### src/hdl/qwspwm_pkg.sv
package qwspwm_pkg;

	localparam int NUM_REGS = 4;
	localparam int NUM_QP_REGS = 3;
	localparam int ADDR_W = 4;
	localparam int DATA_W = 32;
	localparam int QUEUE_DEPTH = 4;
	localparam int QUEUE_PTR_W = 2;
	localparam int QUEUE_CNT_W = 3;
	localparam logic [7:0] QP_RESET = 8'd100;

	localparam logic [1:0] REG_ENABLE_MASK = 2'd0;
	localparam logic [1:0] REG_QP_CH0 = 2'd1;
	localparam logic [1:0] REG_QP_CH1 = 2'd2;
	localparam logic [1:0] REG_QP_CH2 = 2'd3;

	localparam logic ACT_TICK = 1'b0;
	localparam logic ACT_WRITE = 1'b1;

	localparam logic [1:0] QUARTER_RISE_POS = 2'd0;
	localparam logic [1:0] QUARTER_RISE_NEG = 2'd2;

	typedef enum logic {
		OP_TICK = 1'b0,
		OP_WRITE = 1'b1
	} op_kind_t;

	typedef struct packed {
		logic action;
		logic [1:0] channel;
		logic [7:0] entry_index;
		logic [9:0] entry_value;
	} item_t;

	typedef struct packed {
		logic [1:0] out_channel;
		logic [9:0] compare_value;
		logic compare_written;
		logic main_on;
		logic comp_on;
		logic [1:0] quarter;
	} result_t;

	typedef struct packed {
		op_kind_t kind;
		logic [1:0] channel;
		logic [7:0] entry_index;
		logic [9:0] entry_value;
	} op_t;

	typedef struct packed {
		logic [1:0] phase;
		logic [7:0] tick_count;
		logic high_pending;
		logic low_pending;
		logic main_drive;
		logic comp_drive;
	} chan_state_t;

endpackage

### src/hdl/qwspwm_front.sv
module qwspwm_front #(
	parameter int TABLE_DEPTH = 256,
	parameter int CHANNELS = 3
) (
	input logic clk,
	input logic arst_n,
	input logic item_valid,
	output logic item_ready,
	input qwspwm_pkg::item_t item,
	output logic op_valid,
	output qwspwm_pkg::op_t op,
	input logic op_pop
);

	localparam int NCH = (CHANNELS < 3) ? CHANNELS : 3;

	qwspwm_pkg::op_t queue_q [qwspwm_pkg::QUEUE_DEPTH];
	logic [qwspwm_pkg::QUEUE_PTR_W-1:0] wr_ptr_q;
	logic [qwspwm_pkg::QUEUE_PTR_W-1:0] rd_ptr_q;
	logic [qwspwm_pkg::QUEUE_CNT_W-1:0] count_q;
	logic chan_ok;
	logic keep;
	logic push;
	logic pop;
	qwspwm_pkg::op_t new_op;

	// Items for absent channels and writes past the table end cause nothing and are dropped here.
	always_comb begin
		chan_ok = (32'(item.channel) < NCH);
		keep = chan_ok;
		if (item.action == qwspwm_pkg::ACT_WRITE) begin
			keep = chan_ok && (32'(item.entry_index) < TABLE_DEPTH);
		end
		new_op.kind = (item.action == qwspwm_pkg::ACT_WRITE) ? qwspwm_pkg::OP_WRITE
			: qwspwm_pkg::OP_TICK;
		new_op.channel = item.channel;
		new_op.entry_index = item.entry_index;
		new_op.entry_value = item.entry_value;
	end

	assign item_ready = (count_q != qwspwm_pkg::QUEUE_CNT_W'(qwspwm_pkg::QUEUE_DEPTH));
	assign push = item_valid && item_ready && keep;
	assign op_valid = (count_q != '0);
	assign pop = op_pop && op_valid;
	assign op = queue_q[rd_ptr_q];

	always_ff @(posedge clk) begin
		if (push) begin
			queue_q[wr_ptr_q] <= new_op;
		end
	end

	always_ff @(posedge clk or negedge arst_n) begin
		if (!arst_n) begin
			wr_ptr_q <= '0;
			rd_ptr_q <= '0;
			count_q <= '0;
		end else begin
			if (push) begin
				wr_ptr_q <= wr_ptr_q + 1'b1;
			end
			if (pop) begin
				rd_ptr_q <= rd_ptr_q + 1'b1;
			end
			if (push && !pop) begin
				count_q <= count_q + 1'b1;
			end else if (pop && !push) begin
				count_q <= count_q - 1'b1;
			end
		end
	end

endmodule

### config.mk
export PLATFORM = sky130hd
export DESIGN_NAME = qwspwm_front
export DESIGN_NICKNAME = d
export VERILOG_FILES = /design/src/hdl/qwspwm_pkg.sv /design/src/hdl/qwspwm_front.sv
export SDC_FILE = /design/constraint.sdc
export NUM_CORES = 1
export LEC_CHECK = 0
export ABC_AREA = 0
export BUFFER_PORTS_ARGS = -buffer_cell sky130_fd_sc_hd__buf_2
export CAP_MARGIN = 20
export CORE_MARGIN = 2
export CORE_UTILIZATION = 30
export DETAILED_ROUTE_END_ITERATION = 6
export PLACE_DENSITY_LB_ADDON = 0.2
export SKIP_LAST_GASP = 1
export SYNTH_ARGS = -nofsm -noshare
export SYNTH_HDL_FRONTEND = slang
export SYNTH_SLANG_ARGS = --single-unit
### constraint.sdc
create_clock -name clk -period 2.8 [get_ports clk]
set_clock_uncertainty 0.05 [all_clocks]
set_input_delay 0.14 -clock clk [delete_from_list [all_inputs] [get_ports clk]]
set_output_delay 0.14 -clock clk [all_outputs]
set_load 0.01 [all_outputs]
==> results.sh, run 1 <==
export IMPL_routed_via_density=4.34
export IMPL_layout_common_cells="edfxtp_1, buf_2, mux4_2, dlygate4sd3_1, clkbuf_16"
export IMPL_power_density_mw_per_mm2=983
export IMPL_num_rows=39
export IMPL_grt_pass1_vias=1787
export IMPL_finalHoldViolCount=0
export IMPL_grt_total_usage_pct=10.7
export IMPL_grt_max_degree=22
export IMPL_initial_core_util_pct=30.4
export IMPL_reg2reg_from="count_q[1]"
export IMPL_timing_fmax_mhz=447
export IMPL_startpoint_type="flop"
export IMPL_r2r_end="count_q[1]"
export IMPL_io_pins=48
export IMPL_critPathArrivalTime_ns=2.05
export IMPL_critPathBufInv=2
export IMPL_rsz0062_at_grt="no"
export IMPL_syn_area_mm2=0.00345
export IMPL_dieArea_mm2=0.0124
export IMPL_ys_seq_area_share_pct=78.3
export IMPL_ctsLongestPathBuffers=2
export IMPL_drt_iter0_markers=41
export IMPL_crit_family="flip-flops"
export IMPL_slew_headroom_pct=59.2
export IMPL_synth_cell_types=21
export IMPL_endpoint_kind="primary output"
export IMPL_wl_um=6080
export IMPL_cts_buffers=9
export IMPL_fin_setup_tns_ns=0
export IMPL_r2r_cells=6
export IMPL_fin_nets=253
export IMPL_place_inst=333
export IMPL_die_y_um=111
export IMPL_critPathMaxStageDelay_ns=0.75
export IMPL_multi_input_area_um2=703
export IMPL_core_area_mm2=0.0113
export IMPL_period_needed_ns=2.24
export IMPL_clock_root_buffer="clkbuf_16"
export IMPL_gp_congestion=0.670
export IMPL_area_growth_syn_to_layout_pct=26.8
export IMPL_critical_path_class="flop to primary output"
export IMPL_drv_slew=0
export IMPL_route_detailed_drc=0
export IMPL_hold_start="item[18]"
export IMPL_insertion_delay_ns=0.33
export IMPL_hold_depth=1
export IMPL_setup_viol_count_final=0
export IMPL_outcome="finished, final reports clean"
export IMPL_detail_route_antenna_nets=0
export IMPL_cts_clk_slew_worst_paths_ns=0.06
export IMPL_drt_pre_antenna_iters=4
export IMPL_worst_path_max_delay_cell="dfrtp_2"
export IMPL_syn_inst=146
export IMPL_die_w_um=111
export IMPL_post_cts_buffers=0
export IMPL_layoutNonFillerInstCount=370
export IMPL_syn_num_nets=177
export IMPL_cts_sinks=91
export IMPL_portBuffers=47
export IMPL_ys_warn_count=0
export IMPL_tightestPinTransition_ns=0.613
export IMPL_num_fill_cells=1052
export IMPL_required_ns=2.61
export IMPL_crit_chain="buf_4 > mux4_2 > buf_2"
export IMPL_ir_drop_v=0.000426
export IMPL_r2r_slack_ns=0.56
export IMPL_antenna_found_initial=0
export IMPL_holdCritPathClass="input port to flop"
export IMPL_htreeDepth=3
export IMPL_drive_gt1_share_pct=40.1
export IMPL_cap_violations=0
export IMPL_post_cts_resize_count=0
export IMPL_cts_hold_buffers=21
export IMPL_n_antenna_cell=0
export IMPL_layout_commonest_cell="edfxtp_1"
export IMPL_regArea_mm2=0.00270
export IMPL_p_leak_nw=1.53
export IMPL_synth_avg_cell_area_um2=23.6
export IMPL_grt_pass1_wl_um=10000
export IMPL_routedWlPerCell_um=16.4
export IMPL_overflow=0
export IMPL_cts_tree="yes"
export IMPL_vias=1607
export IMPL_period_share_pct=79.9
export IMPL_hold_path_end="queue_q[1][18]"
export IMPL_path_max_fanout=18
export IMPL_ys_ff_latch=91
export IMPL_dp_hpwl_um=3810
==> power by group <==
group | internal, mW | switching [mW] | total (mW)
Sequential | 1.75 | 0.175 | 1.93
Combinational | 0.602 | 0.542 | 1.14
Clock | 0.769 | 0.454 | 1.22
==> kinds of logic after synthesis <==
group | synth area share (%)
XOR/XNOR | 1.53
buffers and inverters | 1.31
flip-flops | 78.3
AND/OR/NAND/NOR | 2.00
adder cells (fa/ha/maj) | 2.40
multiplexers | 14.5
==> state kept, by name, indices dropped and copies added (netlist names) <==
name and cells:
count_q 3, wr_ptr_q 2, queue_q 84, rd_ptr_q 2
==> worst reg2reg max path: stages, from the launching register on <==
cell,delay [ns]
dfrtp_1,0.42
or3b_1,0.40
and3_1,0.26
ha_1,0.26
inv_1,0.07
fa_1,0.40
mux2_2,0.27
==> cells in the mapped netlist, drive strengths merged <==
cell type | number | area, µm²
or3b | 1 | 8.76
or3 | 1 | 7.51
nand2 | 2 | 7.51
xor2 | 2 | 17.5
fa | 1 | 20.0
nor2 | 1 | 3.75
buf | 5 | 30.0
nand3 | 1 | 5.00
clkbuf | 1 | 3.75
edfxtp | 84 | 2520
and3 | 1 | 6.26
ha | 5 | 62.6
xnor2 | 4 | 35.0
mux2 | 2 | 26.3
mux4 | 21 | 473
dfrtp | 7 | 175
inv | 3 | 11.3
and2 | 4 | 30.0
==> metrics by stage <==
stage / power (mW) / hold WS (ns) / instance area, µm² / utilization [%] / setup WS, ns
after detailed placement: 3.13 / -0.0629 / 3850 / 34.0 / 0.564
after global routing: 4.55 / 0.0220 / 4370 / 38.6 / 0.396
after global placement: 3.12 / -0.0616 / 3850 / 34.0 / 0.607
final: 4.29 / 0.0244 / 4370 / 38.6 / 0.562
after floorplan: 2.68 / -0.206 / 3450 / - / 0.571
after CTS: 4.38 / 0.0112 / 4370 / 38.6 / 0.474
==> final cells by class <==
class | instances | area share (%)
flip-flops and latches | 91 | 61.8
repair buffers | 71 | 10.7
clock buffers | 9 | 5.16
clock inverters | 7 | 1.89
inverters | 3 | 0.258
multi-input cells | 46 | 16.1
well taps | 143 | 4.10
==> how the worst max path moves through the flow <==
stage | start | to | slack (ns) | cells past startpoint
2_1_floorplan | count_q[1] | count_q[1] | 0.57 | 7
3_3_place_gp | count_q[1] | count_q[1] | 0.61 | 6
3_5_place_dp | count_q[0] | count_q[1] | 0.56 | 6
4_1_cts | rd_ptr_q[0] | op[8] | 0.47 | 3
5_1_grt | rd_ptr_q[0] | op[7] | 0.40 | 3
6_report | rd_ptr_q[0] | op[6] | 0.56 | 3
==> routing by layer <==
layer | GRT usage [%] | vias up | wire [µm]
met4 | 3.21 | 0 | 59
met2 | 17.0 | 45 | 2870
met5 | 0 | - | 0
met3 | 3.44 | 8 | 314
li1 | - | 747 | -
met1 | 14.1 | 807 | 2840
(Power assumes the default switching activity.)
==> inputs of run 2 (changes only) <==
Clock period 2.8 ns to 1.88 ns, I/O delays scaled along.
==> run 2 against run 1 <==
Compared with the run above:
- the flow now finishes with violations (setup timing)
- setup slack lost 0.66 ns
- global-route usage shrank 0.12 points
- power grew 57%
- clock power grew 47%
- critical path type is now flop to flop
- cell count grew 4.3%
- combinational power grew 92%
==> results.sh, run 2 (synthesis results as in run 1) <==
export IMPL_num_fill_cells=1041
export IMPL_ir_drop_v=0.000639
export IMPL_die_w_um=111
export IMPL_timing_fmax_mhz=506
export IMPL_layoutNonFillerInstCount=386
export IMPL_internal_power_mw=4.85
export IMPL_endpoint_kind="flop"
export IMPL_n_antenna_cell=0
export IMPL_grt_pass1_vias=1804
export IMPL_io_pins=48
export IMPL_portBuffers=47
export IMPL_grt_max_degree=22
export IMPL_critPathMaxStageDelay_ns=0.40
export IMPL_clock_root_buffer="clkbuf_16"
export IMPL_rsz0062_at_grt="yes"
export IMPL_vias=1682
export IMPL_cts_sinks=91
export IMPL_drv_slew=0
export IMPL_gr_usage_met2_pct=16.6
export IMPL_power_density_mw_per_mm2=1460
export IMPL_use_met1_pct=14.0
export IMPL_period_needed_ns=1.98
export IMPL_critPathArrivalTime_ns=2.14
export IMPL_overflow=0
export IMPL_wl_um=6110
export IMPL_fin_setup_tns_ns=-0.971
export IMPL_die_y_um=111
export IMPL_route_detailed_drc=0
export IMPL_pwr_share_clk_pct=26.6
export IMPL_cap_violations=0
export IMPL_regArea_mm2=0.00270
export IMPL_cts_buffers=9
export IMPL_grt_total_usage_pct=10.6
export IMPL_fin_nets=269
export IMPL_area_growth_syn_to_layout_pct=33.6
export IMPL_gp_congestion=0.702
export IMPL_finalHoldViolCount=0
export IMPL_violations="setup timing"
export IMPL_setup_viol_count_final=29
export IMPL_p_seq_share_pct=40.9
export IMPL_worst_path_max_delay_cell="or3b_4"
export IMPL_core_area_mm2=0.0113
export IMPL_met3_usage_pct=3.23
export IMPL_largest_register="queue_q"
export IMPL_holdCritPathClass="input port to flop"
export IMPL_routed_via_density=4.36
export IMPL_antenna_found_initial=0
export IMPL_num_rows=39
export IMPL_whs_ns=0.0369
export IMPL_layout_commonest_cell="edfxtp_1"
export IMPL_crit_chain="or3b_4 > and3_4 > ha_4 > inv_2 > fa_1 > mux2_2"
export IMPL_cts_clk_slew_worst_paths_ns=0.06
export IMPL_critPathBufInv=1
export IMPL_crit_family="simple AND/OR/NAND/NOR gates"
export IMPL_drt_iter0_markers=29
export IMPL_critical_path_class="flop to flop"
export IMPL_ctsLongestPathBuffers=2
export IMPL_fin_area_mm2=0.00460
export IMPL_power_switching_mw=1.88
export IMPL_path_max_fanout=3
export IMPL_required_ns=2.05
export IMPL_multi_input_area_um2=737
export IMPL_initial_core_util_pct=30.4
export IMPL_layout_common_cells="edfxtp_1, buf_2, dlygate4sd3_1"
export IMPL_layout_setup_ws_ns=-0.0959
export IMPL_slew_headroom_pct=77.0
export IMPL_globalRoute_busiestLayer="met2"
export IMPL_top_regs="queue_q (84), count_q (3)"
export IMPL_swShare_pct=27.9
export IMPL_startpoint_type="flop"
export IMPL_cts_tree="yes"
export IMPL_comb_power_share_pct=32.6
export IMPL_tightestPinTransition_ns=0.344
export IMPL_place_inst=344
export IMPL_dieArea_mm2=0.0124
export IMPL_htreeDepth=3
export IMPL_detail_route_antenna_nets=0
export IMPL_insertion_delay_ns=0.33
export IMPL_placed_cell_area_mm2=0.00404
export IMPL_pre_cts_slack_ns=-0.198
export IMPL_routedWlPerCell_um=15.8
export IMPL_p_leak_nw=1.64
export IMPL_largest_register_ffs=84
export IMPL_grt_pass1_wl_um=9810
export IMPL_drive_gt1_share_pct=46.5
export IMPL_outcome="complete, but fails checks"
export IMPL_period_share_pct=105
export IMPL_dp_hpwl_um=3790
export IMPL_drt_pre_antenna_iters=4
[run 2: cell types whose count changed in the layout (fill, tap and decap cells not counted), sizes merged]
cell,previous run,this run
buf,50,65
bufinv,2,1
clkbuf,9,10
clkinv,4,1
dlygate4sd3,21,22
inv,3,6
[run 2: worst min-delay path, delay by kind of cell]
kind | cells | cell delay (ns)
buffers and inverters | 1 | 0.12
xor gates and xnor gates | 1 | 0.06
and+or+nand+nor | 1 | 0.09
[run 2: repair_timing]
| item | 4_1_cts | 5_1_grt |
|---|---|---|
| pin swaps | 5 | 3 |
| buffers inserted | 2 | 2 |
| endpoints found under the setup margin | 62 | 2 |
| endpoints found under the hold margin | 91 | 0 |
| hold buffers | 22 | 0 |
| resized for setup | 3 | 1 |
[run 2: path summary, 6_finish.rpt]
check	start	endpoint	slack, ns	cells past startpoint
setup / recovery	count_q[1]	count_q[1]	-0.1	6
hold / removal	op_pop	rd_ptr_q[1]	0.04	3
setup reg to reg	count_q[1]	count_q[1]	-0.1	6
hold reg to reg	count_q[2]	count_q[2]	0.52	2
max in group asynchronous	arst_n	rd_ptr_q[0]	1.52	2
min in group asynchronous	arst_n	count_q[2]	0.07	2
[run 2: layout make-up]
cell class | instances | area share [%]
Clock buffer | 10 | 4.97
Clock inverter | 6 | 1.52
Inverter | 3 | 0.245
Multi-Input combinational cell | 46 | 16.0
Sequential cell | 91 | 58.6
Tap cell | 143 | 3.89
Timing Repair Buffer | 87 | 14.7
[run 2: metrics by stage]
| step | util, % | power [mW] |
|---|---|---|
| detailed placement | 35.7 | 4.95 |
| floorplan | - | 4.02 |
| global route | 40.7 | 7.12 |
| CTS | 40.5 | 6.83 |
| finish | 40.7 | 6.72 |
| global placement | 35.7 | 4.94 |
[run 2: power by group through the flow]
stage          sequential (mW)  combinational (mW)  clock [mW]
2_1_floorplan             2.74                1.29           0
3_3_place_gp              2.82                2.12           0
3_5_place_dp              2.83                2.13           0
4_1_cts                   2.76                2.24        1.84
5_1_grt                   2.78                2.42        1.92
6_report                  2.75                2.19        1.79
[run 2: per-layer routing]
metal	vias to the layer above	wire length, µm
met5	-	0
met3	7	268
met1	851	2830
met4	0	70
li1	782	-
met2	42	2940
